### src/hw/rtl/orl_ram.sv
// Generic single-write, single-read synchronous RAM with registered read data.
`timescale 1ns / 1ps
module orl_ram #(
  parameter int unsigned WIDTH = 32,
  parameter int unsigned DEPTH = 64,
  parameter int unsigned AW    = (DEPTH > 1) ? $clog2(DEPTH) : 1
) (
  input  logic             clk_i,
  input  logic             we_i,
  input  logic [AW-1:0]    waddr_i,
  input  logic [WIDTH-1:0] wdata_i,
  input  logic [AW-1:0]    raddr_i,
  output logic [WIDTH-1:0] rdata_o
);

  logic [WIDTH-1:0] mem_q [DEPTH];
  logic [WIDTH-1:0] rdata_q;

  always_ff @(posedge clk_i) begin
    if (we_i) begin
      mem_q[waddr_i] <= wdata_i;
    end
    rdata_q <= mem_q[raddr_i];
  end

  assign rdata_o = rdata_q;

endmodule

### config.mk
export PLATFORM = sky130hd
export DESIGN_NAME = orl_ram
export DESIGN_NICKNAME = d
export VERILOG_FILES = /design/src/hw/rtl/orl_ram.sv
export SDC_FILE = /design/constraint.sdc
export NUM_CORES = 2
export LEC_CHECK = 0
export BUFFER_PORTS_ARGS = -buffer_cell sky130_fd_sc_hd__buf_4
export CAP_MARGIN = 20
export CELL_PAD_IN_SITES_DETAIL_PLACEMENT = 0
export CELL_PAD_IN_SITES_GLOBAL_PLACEMENT = 1
export CORE_MARGIN = 5
export CORE_UTILIZATION = 59
export CTS_BUF_LIST = sky130_fd_sc_hd__clkbuf_8
export DETAILED_ROUTE_END_ITERATION = 7
export PLACE_DENSITY_LB_ADDON = 0.1
export SLEW_MARGIN = 20
export SYNTH_ARGS = -nofsm -noshare
export SYNTH_HDL_FRONTEND = slang
export SYNTH_SLANG_ARGS = --single-unit
### constraint.sdc
create_clock -name clk_i -period 4.73 [get_ports clk_i]
set_input_delay 0.946 -clock clk_i [delete_from_list [all_inputs] [get_ports clk_i]]
set_output_delay 0.946 -clock clk_i [all_outputs]
set_load 0.005 [all_outputs]
; Yosys cells after proc, flatten, opt, wreduce, memory -nomap -nowiden
; Memories as Yosys holds them, arrays and structs flattened. A register that Yosys moved wholly into a read port is not among the register bits.
; Cells that the tools add are included.
[totals]
mem_bits_rw = 2048
input_bits = 46
regBits = 0
mem_count = 1
output_inout_bits = 32
[classes]
muxes = 2
[memory_table]
columns = memory, depth, word_bits, rd, rd_ports_with_merged_regs, write_ports, line_no
row1 = mem_q, 64, 32, 1, 1, 1, 16  ; logic [WIDTH-1:0] mem_q [DEPTH];
[op_table]
columns = op, n
row1 = $mux 1, 2

; Depth between registers and ports, before layout
[depth]
depth_word = 2
mapped_depth = 10
mapped_depth_nobuf = 5

; Least setup slack after synthesis
; Ideal clock, no wire load.
[synth_path]
path_type = input-to-reg
start = input waddr_i[3]
end = memory mem_q[48][0], enable pin
arrival_ps = 3645
cell_stages = 4
slack_ps = 624
path_cell_list = clkbuf_1 nor2b_1 nand4b_1 nor3_1
[synth_rtl]
columns = element, line_no
row1 = from (decl), 10  ; input logic [AW-1:0] waddr_i,
row2 = to (decl), 16
; No word-level cell before the write port.

==> results by group <==
Status
  • Outcome: completed

Floorplanning
  • # rows: around 130
  • Die Y: between 300 and 400 um
  • Ports: between 70 and 80
  • Core ar.: 132,000 um^2
  • Die area: 140,000 um^2
  • Die width: between 300 and 400 um
  • Starting Density: between 50% and 60%

CTS
  • Root Driver: clkbuf_8
  • CTS tree: done
  • Clock Sinks: approximately 2,100
  • Worst-path clk slew: roughly 60 ps
  • Post-CTS Hold Fix Bufs: 0
  • Resize count post-CTS: 0
  • CTS buffer count: ~340
  • H-tree Lvls: 5
  • Clock Path Buffers: 4
  • Post-CTS setup buffers: 0
  • Worst-skew pair later-pin latency: roughly 1000 ps

Cells and area
  • # nets final: between 3,000 and 4,000
  • Number of fill cells: 8,291
  • Final instance area: ~90,000 um^2
  • Layout area overhead: 12.8%
  • Layout cells sized above 1: between 30% and 40%

Power
  • Sequential fraction of design power: 55.8%
  • Gate power share: under 10%
  • Worst vdd ir: between 0.3 and 0.4 mV
  • Clock power frac: roughly two fifths
  • Internal: roughly 29 mW
  • Switching power: 8.03 mW
  • Leakage: ~28 nW
  • Pwr/cell area: 415 nW/um^2
  • Sw Share: 21.9%

Placement
  • Post-DP HPWL: approximately 110,000 um
  • Placed Area: 82,400 um^2
  • Number of buffers added on ports: 77
  • Global placement routability congestion: a little over 0.8

Setup path
  • Worst r2r src: mem_q[62][0]$_DFFE_PP_
  • Buf/Inv on CP: 2
  • Worst setup SP type: primary input
  • Most frequent CP cell: mux4_2
  • FF-to-FF path depth: 4
  • Highest cell delay on the worst timing path: 720 ps
  • CP Cell Sequence: buf_8 -> buf_4 -> mux4_2 -> mux4_2 -> o22ai_1 -> nor2_1
  • Worst Path Required: between 5000 and 6000 ps
  • Delay-heaviest family, CP: buffers and inverters
  • Crit path from: raddr_i[1]
  • Critical Path AT: 3890 ps
  • CP Max Fanout: 78
  • Critical path depth: 6
  • Critical Path Slowest Stage Cell: o22ai_1
  • CP endpoint kind: flop
  • WS Path Type: primary input to flop

Drt
  • DR vias/cell: approximately 6.6
  • # DRC: 0
  • Per-cell routed wire length: around 35 um
  • Post-DRT Antenna Nets: 0
  • Vias: approximately 38,000
  • Initial drt markers: 5,207
  • First-pass DRT Iterations: 5
  • WL final: roughly 200,000 um

Synth
  • Synth unique cells: 34
  • Synth top cells by count: edfxtp_1, mux4_2, nor2_1
  • Mapped Nets: approximately 3,400
  • Syn. warnings: 0
  • Gate count of the mapped netlist: 3,324
  • Top_reg_cell synth: edfxtp_1
  • Largest area contributor in the netlist: edfxtp_1
  • Synth area leaders: edfxtp_1, mux4_2, mux2i_1
  • Register bit total from synthesis: approximately 2,100
  • Mapped cell area: about 79,000 um^2
  • Ys async rst share: 0%
  • EDFF count, synth: between 2,000 and 2,500
  • Count leader, synth: edfxtp_1
  • Syn avg cell area: around 24 um^2
  • Post-synth top area share: between 70% and 80%
  • Post-synthesis sequential area ratio: between 70% and 80%

Timing
  • Final Max Tran Viols: 0
  • Clk_skew: around 47 ps
  • Setup TNS: 0 ps
  • Unrepaired setup endpoints after global routing: no
  • Worst Tran Pin Value: a little over 1000 ps
  • Slew Limit Headroom: between 30 and 40%
  • Final critical-path required period: about 3000 ps
  • Setup violations, final: 0
  • Hold Vio Cnt, Final: 0
  • Post-route clock period utilization: 64.6%
  • Max Clk Rate: 0.327 GHz

Min path
  • Worst hold path class: primary input to flop
  • WHS Path Cells: 1
  • Hold wc startpoint: wdata_i[29]

Global routing
  • Largest net degree at the start of global routing: a little under 80
  • First-pass GRT wire length: ~280,000 um
  • Gr ovfl total: 0
  • Number of global-route vias before repair: 39,100
  • GR Util All Layers: just under 30%
  • Initial antenna violation count: 15

Job
  • Max-cap violations: 0
-- per-stage QoR --
step                hold WS [ps]  cells  utilization, %  setup WS (ps)  power, mW
global route                 470   5712            67.2           1750       38.0
detailed placement           748   5126            62.5            674       22.8
floorplan                    663   3324               -            624       21.8
global placement             718   5126            62.5            706       22.7
finish                       496   5718            67.2           1680       36.7
CTS                          412   5709            67.2           1750       37.0
-- cell usage in the layout, fill, tap and decap left out, types with 5 or more instances in the layout --
cell type and n:
nor2b_1 15, mux2i_1 93, o22ai_1 84, a311oi_1 8, dfxtp_1 32, bufinv_16 9, clkinv_1 62, nand3_1 5
a22oi_1 12, buf_4 201, edfxtp_1 2048, a21oi_1 62, nand2_1 26, clkinvlp_4 6, nor2_1 75, buf_12 25
nor2_4 62, inv_1 111, nand2b_1 8, nand3b_1 5, clkinv_2 26, nor3_1 5, o221ai_1 27, clkbuf_8 366
mux4_2 544, diode_2 9
-- layer usage --
metal  track usage (%)  part of all wire, %  vias up
met4              9.48                  2.9        4
li1                  -                    -    15100
met3              7.51                   10      316
met1              40.6                   38    20300
met5                 0                0.014        -
met2              45.1                   48     2164
-- cells by family after synthesis --
logic type | share of synthesized area (%)
AO/OA/AOI/OAI | 1.67
buffers and inverters | 1.13
flip-flops | 79.1
multiplexers | 16.8
AND/OR/NAND/NOR | 1.27
-- state kept, by name, indices dropped and copies added (netlist names) --
| signal | flops |
|---|---|
| mem_q | 2048 |
| rdata_o | 32 |
-- path summary, 6_finish.rpt --
check                                          endpoint  slack, ps
worst min-delay path            mem_q[46][29]$_DFFE_PP_        500
worst max-delay path                 rdata_o[0]$_DFF_P_       1680
worst min register to register       rdata_o[4]$_DFF_P_        740
worst max register to register       rdata_o[0]$_DFF_P_       2300
-- final cells by class --
type                            count  area (um^2)  area share (%)
Antenna cell                        9         22.5          0.0254
Clock buffer                      366         5040            5.69
Clock inverter                    217         1120            1.27
Multi-Input combinational cell   1062        16000            18.0
Sequential cell                  2080        62100            70.2
Tap cell                         1755         2200            2.48
Timing Repair Buffer              229         2050            2.32
-- power by group through the flow --
stage / registers (mW) / clock network (mW) / logic (mW)
6_report: 20.5 / 14.3 / 1.88
4_1_cts: 20.5 / 14.6 / 1.90
2_1_floorplan: 20.8 / 0 / 0.992
5_1_grt: 20.5 / 15.5 / 1.99
3_5_place_dp: 20.9 / 0 / 1.90
3_3_place_gp: 20.9 / 0 / 1.86
No activity file was read; power rests on OpenSTA's default activity.
