==> src/hw/rtl/orl_pkg.sv <==
// Shared types, codes and constants of the observed rank locator.
`timescale 1ns / 1ps
package orl_pkg;

  // Field widths of the request and result items
  localparam int unsigned MODE_W  = 2;
  localparam int unsigned SCEN_W  = 3;
  localparam int unsigned STAT_W  = 6;
  localparam int unsigned VAL_W   = 32;
  localparam int unsigned TOL_W   = 16;
  localparam int unsigned CNT_W   = 32;
  localparam int unsigned SHARE_W = 17;
  localparam int unsigned LEVEL_W = 2;

  // Ratio operands: numerator 2b+e, denominator 2(b+a+e), complement 2a+e
  localparam int unsigned NUM_W  = CNT_W + 2;
  localparam int unsigned DEN_W  = CNT_W + 3;
  localparam int unsigned MULT_W = 10;
  localparam int unsigned STAR_STEPS = 6;

  // Stream packing
  localparam int unsigned IN_DATA_W  = 48;
  localparam int unsigned OUT_DATA_W = 56;
  localparam int unsigned SCEN_LSB   = 0;
  localparam int unsigned STAT_LSB   = SCEN_LSB + SCEN_W;
  localparam int unsigned VAL_LSB    = STAT_LSB + STAT_W;
  localparam int unsigned OUT_PAD_W  = OUT_DATA_W - (SHARE_W + LEVEL_W + CNT_W);
  localparam int unsigned LEVEL_LSB  = SHARE_W;

  // Register port
  localparam int unsigned PADDR_W = 4;
  localparam int unsigned PDATA_W = 32;
  localparam logic [1:0] REG_TOLERANCE    = 2'd0;
  localparam logic [1:0] REG_FILTER_EN    = 2'd1;
  localparam logic [1:0] REG_FILTER_LIMIT = 2'd2;

  localparam logic [TOL_W-1:0]        TOL_RESET   = 16'd66;
  localparam logic signed [VAL_W-1:0] LIMIT_RESET = 32'sd65536;

  typedef enum logic [MODE_W-1:0] {
    MODE_LOAD  = 2'd0,
    MODE_ELEM  = 2'd1,
    MODE_QUERY = 2'd2
  } orl_mode_e;

  localparam logic [LEVEL_W-1:0] LEVEL_0 = 2'd0;
  localparam logic [LEVEL_W-1:0] LEVEL_1 = 2'd1;
  localparam logic [LEVEL_W-1:0] LEVEL_2 = 2'd2;
  localparam logic [LEVEL_W-1:0] LEVEL_3 = 2'd3;

  typedef struct packed {
    logic             start;
    logic [NUM_W-1:0] num;
    logic [NUM_W-1:0] rest;
    logic [DEN_W-1:0] den;
  } orl_div_req_t;

  typedef struct packed {
    logic               done;
    logic [SHARE_W-1:0] share;
    logic [LEVEL_W-1:0] level;
  } orl_div_res_t;

  // Even steps test d > K*(2a+e) (high tail), odd steps d > K*(2b+e) (low tail)
  function automatic logic [MULT_W-1:0] star_mult(input logic [2:0] step);
    logic [MULT_W-1:0] k;
    unique case (step)
      3'd0, 3'd1: k = 10'd1000;
      3'd2, 3'd3: k = 10'd100;
      3'd4, 3'd5: k = 10'd20;
      default:    k = '0;
    endcase
    return k;
  endfunction

endpackage

==> src/hw/rtl/orl_div.sv <==
// Bit-serial ratio unit: truncated Q1.16 share and star level of one cell.
`timescale 1ns / 1ps
module orl_div (
  input  logic                  clk_i,
  input  logic                  rst_ni,
  input  orl_pkg::orl_div_req_t req_i,
  input  logic                  ack_i,
  output orl_pkg::orl_div_res_t res_o
);
  import orl_pkg::*;

  typedef enum logic [1:0] {DV_IDLE, DV_RUN, DV_DONE} dv_state_e;

  localparam int unsigned STEP_W = $clog2(SHARE_W);
  localparam int unsigned PROD_W = NUM_W + MULT_W;

  dv_state_e             state_q;
  logic [STEP_W-1:0]     step_q;
  logic [DEN_W-1:0]      rem_q, den_q;
  logic [NUM_W-1:0]      num_q, rest_q;
  logic [SHARE_W-1:0]    quo_q;
  logic [STAR_STEPS-1:0] flags_q;

  logic [DEN_W:0]        trial;
  logic                  fits;
  logic [DEN_W-1:0]      rem_d;
  logic [NUM_W-1:0]      star_x;
  logic [PROD_W-1:0]     star_prod;
  logic                  star_hit;
  logic                  last_step;
  logic [LEVEL_W-1:0]    level;

  always_comb begin
    // first step takes the integer bit, later steps shift in a zero
    trial     = (step_q == '0) ? {1'b0, rem_q} : {rem_q, 1'b0};
    fits      = trial >= {1'b0, den_q};
    rem_d     = fits ? DEN_W'(trial - {1'b0, den_q}) : trial[DEN_W-1:0];
    star_x    = step_q[0] ? num_q : rest_q;
    star_prod = PROD_W'(star_x) * PROD_W'(star_mult(step_q[2:0]));
    star_hit  = PROD_W'(den_q) > star_prod;
    last_step = step_q == STEP_W'(SHARE_W - 1);
  end

  always_comb begin
    priority if (flags_q[0] || flags_q[1]) begin
      level = LEVEL_3;
    end else if (flags_q[2] || flags_q[3]) begin
      level = LEVEL_2;
    end else if (flags_q[4] || flags_q[5]) begin
      level = LEVEL_1;
    end else begin
      level = LEVEL_0;
    end
  end

  always_ff @(posedge clk_i or negedge rst_ni) begin
    if (!rst_ni) begin
      state_q <= DV_IDLE;
      step_q  <= '0;
    end else begin
      unique case (state_q)
        DV_IDLE: begin
          if (req_i.start) begin
            state_q <= DV_RUN;
            step_q  <= '0;
          end
        end
        DV_RUN: begin
          step_q <= step_q + STEP_W'(1);
          if (last_step) begin
            state_q <= DV_DONE;
          end
        end
        DV_DONE: begin
          if (ack_i) begin
            state_q <= DV_IDLE;
          end
        end
        default: state_q <= DV_IDLE;
      endcase
    end
  end

  always_ff @(posedge clk_i) begin
    if (state_q == DV_IDLE && req_i.start) begin
      rem_q   <= {1'b0, req_i.num};
      den_q   <= req_i.den;
      num_q   <= req_i.num;
      rest_q  <= req_i.rest;
      quo_q   <= '0;
      flags_q <= '0;
    end else if (state_q == DV_RUN) begin
      rem_q <= rem_d;
      quo_q <= {quo_q[SHARE_W-2:0], fits};
      if (32'(step_q) < STAR_STEPS) begin
        flags_q[step_q[2:0]] <= star_hit;
      end
    end
  end

  assign res_o.done  = state_q == DV_DONE;
  assign res_o.share = quo_q;
  assign res_o.level = level;

endmodule

==> config.mk <==
export PLATFORM = sky130hd
export DESIGN_NAME = orl_div
export DESIGN_NICKNAME = d
export VERILOG_FILES = /design/src/hw/rtl/orl_pkg.sv /design/src/hw/rtl/orl_div.sv
export SDC_FILE = /design/constraint.sdc
export NUM_CORES = 1
export LEC_CHECK = 0
export ABC_AREA = 1
export CAP_MARGIN = 0
export CORE_UTILIZATION = 40
export CTS_CLUSTER_DIAMETER = 30
export DETAILED_ROUTE_END_ITERATION = 12
export DONT_BUFFER_PORTS = 1
export PLACE_DENSITY = 0.54
export SLEW_MARGIN = 5
export SYNTH_ARGS = -nofsm -noshare
export SYNTH_HDL_FRONTEND = slang
export SYNTH_SLANG_ARGS = --single-unit
==> constraint.sdc <==
create_clock -name clk_i -period 9.1 [get_ports clk_i]
set_clock_uncertainty 0.2 [all_clocks]
set_input_delay 0 -clock clk_i [delete_from_list [all_inputs] [get_ports clk_i]]
set_output_delay 0 -clock clk_i [all_outputs]
set_load 0.01 [all_outputs]
After elaboration in Yosys (flattened, before gate mapping)
Index checks and enable logic that the tools add are counted.
- register bits after elaboration: 168
- input port bits: 107
- word-level logic and storage cells: 62
- $add $sub $neg: 2
- multipliers: 1
- magnitude comparators: 5
- eq/ne operators: 11
- muxes and demuxes: 18
- reduce and logical (&&, ||, !) cells: 16
- operators by type and width (operator ; number):
    2-to-1 mux 34 bit ; 3
    > comparator 35 x 44 -> 1 bit ; 1
    multiplier 34 x 10 -> 44 bit ; 1
    greater-or-equal comparator 36 x 35 -> 1 bit ; 1
    2-to-1 mux 36 bit ; 1
    2-to-1 mux 35 bit ; 1
    subtractor 35 bit ; 1
    one-hot mux 10 bit (3 select lines) ; 1
    2-to-1 mux 2 bit ; 5
    one-hot mux 5 bit (2 select lines) ; 1
    bitwise mux 6 bit ; 1
    == test 3 x 2 -> 1 bit, second input constant ; 2
    == test 3 bit, second input constant ; 2
    != test 2 bit, second input constant ; 3
    one-hot mux 2 bit (3 select lines) ; 1
    OR reduction 2 bit ; 3
    adder 5 x 1 -> 5 bit, second input constant ; 1
    == test 5 bit, second input constant ; 1
    logical NOT 5 bit ; 1
    < comparator 5 x 3 -> 1 bit, second input constant ; 1
    2-to-1 mux 5 bit ; 1
    < comparator 3 x 4 -> 1 bit, second input constant ; 1
    AND reduction 2 bit ; 2
    nonzero test 2 bit ; 2
    11 further kinds ; 15

Longest topological paths before layout
Gate-level depths: netlist of run 1.
- depth after elaboration: 6
- mapped depth: 45
- depth with buffers taken out: 42

Worst setup path after synthesis of run 1
Ideal clock, no wire load.
- path kind: register to register
- start point: register step_q[0]
- end point: register flags_q[0]
- library setup time: 0.070 ns
- arrival time: 7.001 ns
- required time: 8.830 ns
- slack: 1.829 ns
- cell stages (with the launch flop): 43
- clock period less this slack: 7.271 ns
- path through: dfrtp_1 > inv_1 > clkbuf_1 > buf_1 > ha_1 > inv_1 > a21oi_2 > clkinv_1 > clkbuf_1 > nor2_1 > fa_1 > ha_1 > inv_1 > fa_1 > inv_1 > fa_1 > ha_1 > inv_1 > [... 7 more ...] > nand2_1 > a21oi_1 > xor2_1 > ha_1 > nand2_1 > inv_1 > nand4_1 > nor2_1 > nand2_1 > nand3_1 > nand2_1 > nand2_1 > nand2_1 > nand2_1 > nand2_1 > nand2_1 > nand3_1 > a21oi_1
- longest elaborated chain between the ends: 6
- elaborated cells on any way between the ends: 21
- those cells by class: mul (1); order compare (4); eq/ne (5); mux (5); reduce/logical (6)
- RTL lines (item ; line ; RTL):
    start, declared ; orl_div.sv:18 ; logic [STEP_W-1:0] step_q;
    start signal, assigned ; orl_div.sv:69 ; step_q <= step_q + STEP_W'(1);
    == test 3 bit (tied with other cells) ; orl_pkg.sv:67 ; unique case (step)
    OR reduction 2 bit ; orl_pkg.sv:67 ;
    one-hot mux 10 bit (3 select lines) ; orl_pkg.sv:67 ;
    multiplier 34 x 10 -> 44 bit ; orl_div.sv:39 ; star_prod = PROD_W'(star_x) * PROD_W'(star_mult(step_q[2:0]));
    > comparator 35 x 44 -> 1 bit ; orl_div.sv:40 ; star_hit = PROD_W'(den_q) > star_prod;
    bitwise mux 6 bit ; orl_div.sv:96 ; flags_q[step_q[2:0]] <= star_hit;
    end signal, assigned by index ; orl_div.sv:96 ;
    end, declared ; orl_div.sv:22 ; logic [STAR_STEPS-1:0] flags_q;
Parallel ways exist; a longest one is shown, timed or not.
A chain may end at the register's enable or synchronous reset.

Worst setup path after layout of run 1
- start point: register step_q[1]
- end point: register flags_q[1]
Same word-level chain as after synthesis.

==> out/results.tsv, run 1 <==
stage	metric	value	unit
worst_setup_path	Max stage delay on crit path	0.54	ns
synthesis	asr flop ratio synth	4.167	%
clocking	Clock Path Buffers	2	
synthesis	mapped cell area	19620	µm²
worst_setup_path	origin of the critical flop-to-flop path	step_q[1]$_DFFE_PN0P_	
drt	Initial DRC Count	1113	
place	placed cells	3110	
clocking	Worst-path clk slew	0.07	ns
timing	Tcrit/Tclk final	92.37	%
timing	RSZ-0062 raised after global routing	false	
worst_setup_path	Crit. End Element	flip-flop	
finish	commonest non-fill, non-tap cell in the layout	inv_1	
worst_setup_path	reg2reg end	flags_q[1]$_SDFFE_PP0P_	
flow_run	Max Cap Viol	0	
worst_setup_path	kind of critical path	flip-flop to flip-flop	
floorplan	core footprint	48050	µm²
timing	setup_tns	0	ns
drt	routed length per instance	17.78	µm
finish	filler cell count	4843	
drt	Residual DRC	0	
floorplan	FP Rows	80	
clocking	clock root buffer	clkbuf_16	
synthesis	syn nets	3028	
hold_path	min-delay src	req_i[14]	
synthesis	top_reg_cell synth	edfxtp_1	
worst_setup_path	R2R setup slack	0.69	ns
finish	fin cells	3317	
synthesis	Synth Instances	2526	
hold_path	end of the worst hold path	den_q[14]$_DFFE_PP_	
floorplan	IO Pins	127	
place	post-DP HPWL	48.15	mm
place	Final Wtd Congestion	0.9430	
synthesis	Post-synth EDFFs	137	
timing	Worst-Margin Slew	1.320	ns
outcome	status	complete, no violations	
grt	total track usage	24.20	%
grt	first-pass GRT wire length	92.41	mm
floorplan	Die Area	49930	µm²
hold_path	Hold Crit Class	input port to flip-flop	
clocking	CTS buffer count	17	
timing	final hold vios	0	
hold_path	hold depth	1	
grt	vias in the first global route	17023	
synthesis	synth top area cells	edfxtp_1, fa_1, ha_1, inv_1, nand2_1	
floorplan	initial core utilization	40.83	%
synthesis	register area share after synthesis	24.31	%
timing	endpoints failing setup	0	
clocking	TritonCTS clock tree	done	
grt	Congestion Overflow GR	0	
synthesis	Synth Area per Inst	7.766	µm²
finish	Layout area overhead	15.19	%
floorplan	DIE WIDTH	223.5	µm
worst_setup_path	CP max-delay cell	clkinvlp_4	
worst_setup_path	crit start category	flip-flop	
timing	f_max	119.0	MHz
finish	layout cell share with drive strength beyond 1	2.373	%
worst_setup_path	critical path arrival	8.52	ns
timing	Slew Limit Fails	0	
clocking	clk sinks	168	
floorplan	Die Y	223.5	µm
synthesis	area leader, netlist	edfxtp_1	
synthesis	Ys Warns	0	
drt	first-pass detailed-route iteration total	5	
grt	initial antenna violation count	5	
drt	Vias	16522	
clocking	clk_lat worst skew	0.45	ns
clocking	number of H-tree levels	4	
drt	vias per inst	4.981	
timing	max_slew headroom	11.04	%
place	PortBufs	0	
worst_setup_path	critical path fanouts, max	18	
drt	DRT Wirelength	58.98	mm
synthesis	share of the synthesized area in the top cell type	20.97	%
synthesis	Yosys reg bits	168	
drt	Antenna Nets Post-Route	0	
grt	pin count of the biggest net entering global routing	75	
finish	most frequent cells in the layout	inv_1, nand2_1, nor2_1	
timing	minimum clock period	8.405	ns
worst_setup_path	CP Data Required Time	9.22	ns
worst_setup_path	R2R cell count	29	
synthesis	Cell variety after synth	49	
finish	fin nets	3186	
==> worst max-delay path, delay by kind of cell, from the launching register on <==
kind / cells / cell delay (ns)
XOR/XNOR: 1 / 0.17
flip-flops: 1 / 0.42
adder cells (fa/ha/maj): 8 / 3.38
AO/OA/AOI/OAI: 4 / 0.99
buffers and inverters: 5 / 1.19
AND/OR/NAND/NOR: 11 / 1.91
==> cells in the mapped netlist, types with 2 or more instances <==
| cell | n |
|---|---|
| a21boi_0 | 2 |
| a21o_1 | 6 |
| a21oi_1 | 100 |
| a21oi_2 | 2 |
| a31oi_1 | 10 |
| buf_1 | 3 |
| buf_2 | 10 |
| clkbuf_1 | 28 |
| clkinv_1 | 2 |
| dfrtp_1 | 7 |
| dfxtp_1 | 24 |
| edfxtp_1 | 137 |
| fa_1 | 192 |
| ha_1 | 203 |
| inv_1 | 600 |
| mux2i_1 | 8 |
| nand2_1 | 590 |
| nand2_2 | 2 |
| nand3_1 | 79 |
| nand3b_1 | 7 |
| nand4_1 | 16 |
| nor2_1 | 272 |
| nor3_1 | 12 |
| nor4_1 | 4 |
| o211ai_1 | 3 |
| o21a_1 | 6 |
| o21ai_0 | 91 |
| o21ai_1 | 3 |
| o21bai_1 | 14 |
| o22ai_1 | 17 |
| or2_2 | 2 |
| xnor2_1 | 33 |
| xor2_1 | 25 |
==> area by class of cell <==
type                            instances  area (µm²)  area share (%)
Antenna cell                            5       12.51         0.05537
Multi-Input combinational cell       1712       12410           54.94
Clock buffer                           20       456.7           2.021
Tap cell                              615       769.5           3.405
Timing Repair Buffer                  182        1792           7.929
Inverter                              603        2267           10.03
Sequential cell                       168        4771           21.11
Clock inverter                         12       113.9          0.5039
==> metrics by stage <==
stage	area [µm²]	setup WS (ns)	util, %	hold WS, ns
after floorplan	19620	1.829	-	-0.4956
after global placement	20300	0.1133	42.26	-0.4952
after detailed placement	20300	0.1393	42.26	-0.4951
after CTS	22550	0.08554	46.94	0.0004982
after global routing	22600	0.1139	47.03	0.0006075
final	22600	0.6948	47.03	0.006136
==> sequential cells by signal, indices dropped and copies added (netlist names) <==
name,count
quo_q,17
step_q,5
rest_q,34
flags_q,6
state_q,2
rem_q,35
num_q,34
den_q,35
==> worst max-delay path by stage <==
stage | start | endpoint
2_1_floorplan | step_q[0]$_DFFE_PN0P_ | flags_q[0]$_SDFFE_PP0P_
3_3_place_gp | step_q[1]$_DFFE_PN0P_ | flags_q[4]$_SDFFE_PP0P_
3_5_place_dp | step_q[1]$_DFFE_PN0P_ | flags_q[1]$_SDFFE_PP0P_
4_1_cts | step_q[1]$_DFFE_PN0P_ | flags_q[4]$_SDFFE_PP0P_
5_1_grt | step_q[1]$_DFFE_PN0P_ | flags_q[0]$_SDFFE_PP0P_
6_report | step_q[1]$_DFFE_PN0P_ | flags_q[1]$_SDFFE_PP0P_
==> layer usage <==
layer  share of wire, %  GRT usage (%)  vias to the layer above
li1                   -              -                     8106
met1                 44          31.12                     7940
met2                 49          42.23                      402
met3                3.7          2.120                       74
met4                3.3          8.992                        0
met5                  0              0                        -
==> timing repair <==
item	in CTS	in global routing
endpoints found under the setup margin	0	6
gates resized for setup	0	2
endpoints found under the hold margin	153	2
buffers inserted	0	0
hold buffers	168	2
==> kinds of logic (layout without fill, tap and decap cells) <==
family,after synthesis,count (layout),share of synthesized area (%)
simple gates,991,991,20.24
buf+inv,646,817,12.52
fa+ha+maj,395,395,32.54
compound gates,259,259,7.328
flops,168,168,24.31
xor+xnor,58,58,2.589
mux,9,9,0.4656
other cells,0,5,0
Power of run 1 is not shown: default switching activity piles up to over one toggle a cycle in this logic, so the estimate is an artifact.
==> run 2, diff against run 1 <==
clock period = 8.8 ns   (was 9.1 ns; I/O delays follow)
==> out/results.tsv, run 2 (same netlist as run 1, synthesis figures left out) <==
stage	metric	value	unit	change
timing	endpoints failing setup	0		unchanged
finish	Layout area overhead	15.95	%	
drt	Residual DRC	0		unchanged
clocking	CTS buffer count	17		unchanged
timing	RSZ-0062 raised after global routing	false		
hold_path	Hold Crit Class	input port to flip-flop		
worst_setup_path	crit start category	flip-flop		
drt	Initial DRC Count	1037		-6.8%
clocking	clock root buffer	clkbuf_16		
worst_setup_path	number of buffers and inverters on the critical path	4		-1
clocking	clk sinks	168		unchanged
clocking	clk_lat worst skew	0.45	ns	about the same
timing	final hold vios	0		unchanged
hold_path	min-delay src	req_i[69]		
grt	pin count of the biggest net entering global routing	77		+2.7%
worst_setup_path	CP top delay family	adder cells		
grt	initial antenna violation count	6		+1
outcome	status	complete, no violations		
clocking	Clock Path Buffers	2		unchanged
timing	Hold WS	0.02052	ns	+0.01438 ns
finish	largest registers	den_q: 35 flops, rem_q: 35 flops		
finish	Core Util, Final	47.34	%	+0.31 points
worst_setup_path	R2R cell count	32		+10%
timing	Worst-Margin Slew	1.207	ns	-0.1135 ns
worst_setup_path	Worst path depth	32		+10%
timing	Tcrit/Tclk final	94.74	%	+2.4 points
worst_setup_path	Max stage delay on crit path	0.59	ns	+0.05 ns
worst_setup_path	R2R setup slack	0.46	ns	-0.23 ns
clocking	number of H-tree levels	4		unchanged
timing	minimum clock period	8.337	ns	-0.06848 ns
floorplan	Die Area	49930	µm²	unchanged
floorplan	initial core utilization	40.83	%	unchanged
finish	layout cell share with drive strength beyond 1	2.361	%	-0.012 points
clocking	Worst-path clk slew	0.07	ns	about the same
worst_setup_path	kind of critical path	flip-flop to flip-flop		
grt	first-pass GRT wire length	93.61	mm	+1.3%
grt	vias in the first global route	17171		+0.87%
clocking	TritonCTS clock tree	done		
finish	fin nets	3200		+0.44%
grt	total track usage	24.38	%	+0.18 points
worst_setup_path	origin of the critical flop-to-flop path	step_q[0]$_DFFE_PN0P_		
worst_setup_path	Crit. End Element	flip-flop		
drt	first-pass detailed-route iteration total	5		unchanged
drt	vias per inst	4.967		-0.28%
worst_setup_path	critical path fanouts, max	19		+1
drt	DRT Wirelength	58.89	mm	-0.15%
place	post-DP HPWL	48.72	mm	+1.2%
drt	Vias	16546		+0.15%
worst_setup_path	critical path arrival	8.45	ns	-0.07 ns
worst_setup_path	reg2reg end	flags_q[1]$_SDFFE_PP0P_		
hold_path	hold depth	1		unchanged
drt	routed length per instance	17.68	µm	-0.57%
worst_setup_path	CP max-delay cell	fa_1		
flow_run	Max Cap Viol	0		unchanged
timing	f_max	120.0	MHz	+0.82%
floorplan	FP Rows	80		unchanged
floorplan	Die Y	223.5	µm	unchanged
worst_setup_path	CP Data Required Time	8.92	ns	-0.30 ns
floorplan	IO Pins	127		unchanged
grt	Congestion Overflow GR	0		unchanged
worst_setup_path	CP dominant cell by count	nand2_1		
hold_path	end of the worst hold path	num_q[0]$_DFFE_PP_		
floorplan	core footprint	48050	µm²	unchanged
floorplan	DIE WIDTH	223.5	µm	unchanged
place	Final Wtd Congestion	0.9762		+3.5%
drt	Antenna Nets Post-Route	0		unchanged
timing	Slew Limit Fails	0		unchanged
timing	max_slew headroom	18.69	%	+7.6 points
place	PortBufs	0		unchanged
finish	most frequent cells in the layout	inv_1, nand2_1, nor2_1		
finish	commonest non-fill, non-tap cell in the layout	inv_1		
timing	setup_tns	0	ns	unchanged
run 2: changes by cell type in the layout (fill, tap and decap cells not counted), sizes merged:
cell,change
buf,+1
clkbuf,-3
clkinv,-1
clkinvlp,+2
dlygate4sd3,+13
inv,+2
run 2: through the flow:
step	setup WS [ns]	cell area, µm²	cells
5_1_grt	0.04351	22750	3331
3_3_place_gp	-0.005535	20310	3111
6_report	0.4633	22750	3331
2_1_floorplan	1.529	19620	2526
3_5_place_dp	-0.2440	20310	3111
4_1_cts	0.1035	22700	3325
run 2: timing repair:
action,CTS,global route
endpoints found under the setup margin,6,6
buffers inserted,0,0
hold buffers,182,1
gates resized for setup,1,4
hold endpoints to repair,161,1
run 2: per-layer routing:
layer	GRT usage, %	part of all wire [%]	vias up
met5	0	0.022	-
met2	42.17	49	382
li1	-	-	8146
met3	2.252	3.6	76
met4	8.838	3.4	2
met1	31.68	44	7940
run 2: area by class of cell:
cell class | instances | area [µm²]
fillers | 4730 | 25300
multi-input cells | 1712 | 12430
flip-flops and latches | 168 | 4771
inverters | 603 | 2267
repair buffers | 196 | 1929
well taps | 615 | 769.5
clock buffers | 17 | 425.4
clock inverters | 15 | 137.6
diodes | 5 | 12.51
run 2: worst max path at each step:
stage                                     start                       to  slack [ns]
after global routing      step_q[0]$_DFFE_PN0P_  flags_q[1]$_SDFFE_PP0P_        0.04
after floorplan           step_q[0]$_DFFE_PN0P_  flags_q[0]$_SDFFE_PP0P_        1.53
after CTS                 step_q[0]$_DFFE_PN0P_  flags_q[1]$_SDFFE_PP0P_        0.10
after detailed placement  step_q[0]$_DFFE_PN0P_  flags_q[1]$_SDFFE_PP0P_       -0.24
after global placement    step_q[0]$_DFFE_PN0P_  flags_q[1]$_SDFFE_PP0P_      -0.006
final                     step_q[0]$_DFFE_PN0P_  flags_q[1]$_SDFFE_PP0P_        0.46
Power of run 2 is left out for the same reason.
==> run 3, diff against run 2 <==
PLACE_DENSITY = 0.52   (was 0.54)
==> out/results.tsv, run 3 (same netlist as run 1, synthesis figures left out) <==
stage	metric	value	unit	change
timing	f_max	124.2	MHz	+3.5%
floorplan	initial core utilization	40.83	%	unchanged
timing	final hold vios	0		unchanged
worst_setup_path	crit start category	flip-flop		
flow_run	Max Cap Viol	0		unchanged
timing	endpoints failing setup	0		unchanged
worst_setup_path	R2R setup slack	0.75	ns	+0.28 ns
grt	met1 Usage GRT	31.25	%	-0.43 points
drt	vias per inst	4.976		+0.17%
drt	Antenna Nets Post-Route	0		unchanged
worst_setup_path	CP Data Required Time	8.99	ns	+0.07 ns
worst_setup_path	CP max-delay cell	fa_1		
grt	Congestion Overflow GR	0		unchanged
finish	most frequent cells in the layout	inv_1, nand2_1, nor2_1		
timing	RSZ-0062 raised after global routing	false		
hold_path	Hold Crit Class	input port to flip-flop		
timing	Worst-Margin Slew	1.158	ns	-0.04910 ns
clocking	CTS buffer count	17		unchanged
floorplan	DIE WIDTH	223.5	µm	unchanged
grt	Global Route met2 Usage	41.74	%	-0.42 points
worst_setup_path	reg2reg end	flags_q[4]$_SDFFE_PP0P_		
drt	DRT Wirelength	58.30	mm	-1.0%
worst_setup_path	critical path arrival	8.24	ns	-0.21 ns
timing	Slew Limit Fails	0		unchanged
floorplan	Die Area	49930	µm²	unchanged
worst_setup_path	critical path fanouts, max	20		+1
hold_path	end of the worst hold path	num_q[32]$_DFFE_PP_		
clocking	clk_lat worst skew	0.46	ns	about the same
timing	Tcrit/Tclk final	91.53	%	-3.2 points
clocking	Post-CTS Setup Bufs	0		unchanged
timing	max_slew headroom	22.70	%	+4.0 points
timing	setup_tns	0	ns	unchanged
drt	Residual DRC	0		unchanged
clocking	Worst-path clk slew	0.07	ns	about the same
floorplan	core footprint	48050	µm²	unchanged
grt	pin count of the biggest net entering global routing	84		+9.1%
place	post-DP HPWL	48.10	mm	-1.3%
grt	vias in the first global route	17213		+0.24%
outcome	status	complete, no violations		
grt	first-pass GRT wire length	92.53	mm	-1.1%
clocking	TritonCTS clock tree	done		
clocking	clock root buffer	clkbuf_16		
timing	minimum clock period	8.054	ns	-0.2823 ns
grt	total track usage	24.15	%	-0.23 points
grt	GRT met3 Usage	2.384	%	+0.13 points
hold_path	hold depth	1		unchanged
finish	Layout area overhead	15.79	%	
grt	GRT busiest layer	met2		
drt	Initial DRC Count	1023		-1.4%
drt	routed length per instance	17.52	µm	-0.92%
finish	fin nets	3198		-0.063%
floorplan	Die Y	223.5	µm	unchanged
place	PortBufs	0		unchanged
clocking	Clock Path Buffers	2		unchanged
hold_path	min-delay src	req_i[101]		
worst_setup_path	CP dominant cell by count	inv_1		
worst_setup_path	origin of the critical flop-to-flop path	step_q[1]$_DFFE_PN0P_		
worst_setup_path	Crit. End Element	flip-flop		
finish	commonest non-fill, non-tap cell in the layout	inv_1		
floorplan	IO Pins	127		unchanged
place	Final Wtd Congestion	0.9298		-4.8%
floorplan	FP Rows	80		unchanged
worst_setup_path	R2R cell count	34		+6.3%
worst_setup_path	Max stage delay on crit path	0.52	ns	-0.07 ns
worst_setup_path	kind of critical path	flip-flop to flip-flop		
clocking	clk sinks	168		unchanged
drt	Vias	16559		+0.079%
drt	first-pass detailed-route iteration total	5		unchanged
finish	largest registers	den_q: 35 flops, rem_q: 35 flops		
grt	initial antenna violation count	4		-2
worst_setup_path	number of buffers and inverters on the critical path	8		+4
worst_setup_path	CP top delay family	adder cells		
clocking	number of H-tree levels	4		unchanged
finish	layout cell share with drive strength beyond 1	2.326	%	-0.035 points
## run 3: worst max-delay path by stage
stage | startpoint | to | slack, ns | cells after the start
3_3_place_gp | step_q[2]$_DFFE_PN0P_ | flags_q[1]$_SDFFE_PP0P_ | 0.56 | 31
3_5_place_dp | step_q[1]$_DFFE_PN0P_ | flags_q[0]$_SDFFE_PP0P_ | 0.38 | 30
5_1_grt | step_q[2]$_DFFE_PN0P_ | flags_q[2]$_SDFFE_PP0P_ | 0.15 | 34
4_1_cts | step_q[1]$_DFFE_PN0P_ | flags_q[4]$_SDFFE_PP0P_ | 0.35 | 30
2_1_floorplan | step_q[0]$_DFFE_PN0P_ | flags_q[0]$_SDFFE_PP0P_ | 1.53 | 42
6_report | step_q[1]$_DFFE_PN0P_ | flags_q[4]$_SDFFE_PP0P_ | 0.75 | 34
## run 3: final cells by class
type | instances | area (µm²)
inverter | 603 | 2267
fill | 4843 | 25330
clock buffer | 18 | 429.2
timing repair buffer | 194 | 1914
antenna | 4 | 10.01
clock inverter | 14 | 138.9
sequential | 168 | 4771
multi-input combinational | 1712 | 12410
tap | 615 | 769.5
## run 3: per-stage QoR
step	util, %	setup WS, ns	hold slack [ns]	std cells	cell area, µm²
2_1_floorplan	-	1.529	-0.4956	2526	19620
3_3_place_gp	42.24	0.5624	-0.4952	3109	20290
3_5_place_dp	42.24	0.3831	-0.4952	3109	20290
4_1_cts	47.21	0.3456	0.002102	3323	22680
5_1_grt	47.28	0.1467	-0.0009091	3328	22710
6_report	47.28	0.7455	0.01425	3328	22710
## run 3: per-layer routing
| layer | wire length [µm] | share of wire, % |
|---|---|---|
| met1 | 25710 | 44 |
| met5 | 13 | 0.022 |
| met4 | 1843 | 3.2 |
| met2 | 28450 | 49 |
| met3 | 2283 | 3.9 |
## run 3: timing repair
action                                 CTS  global route
setup endpoints to repair                0             6
gates resized for setup                  0             2
hold buffers                           182             1
endpoints found under the hold margin  145             1
Power of run 3 is left out for the same reason.
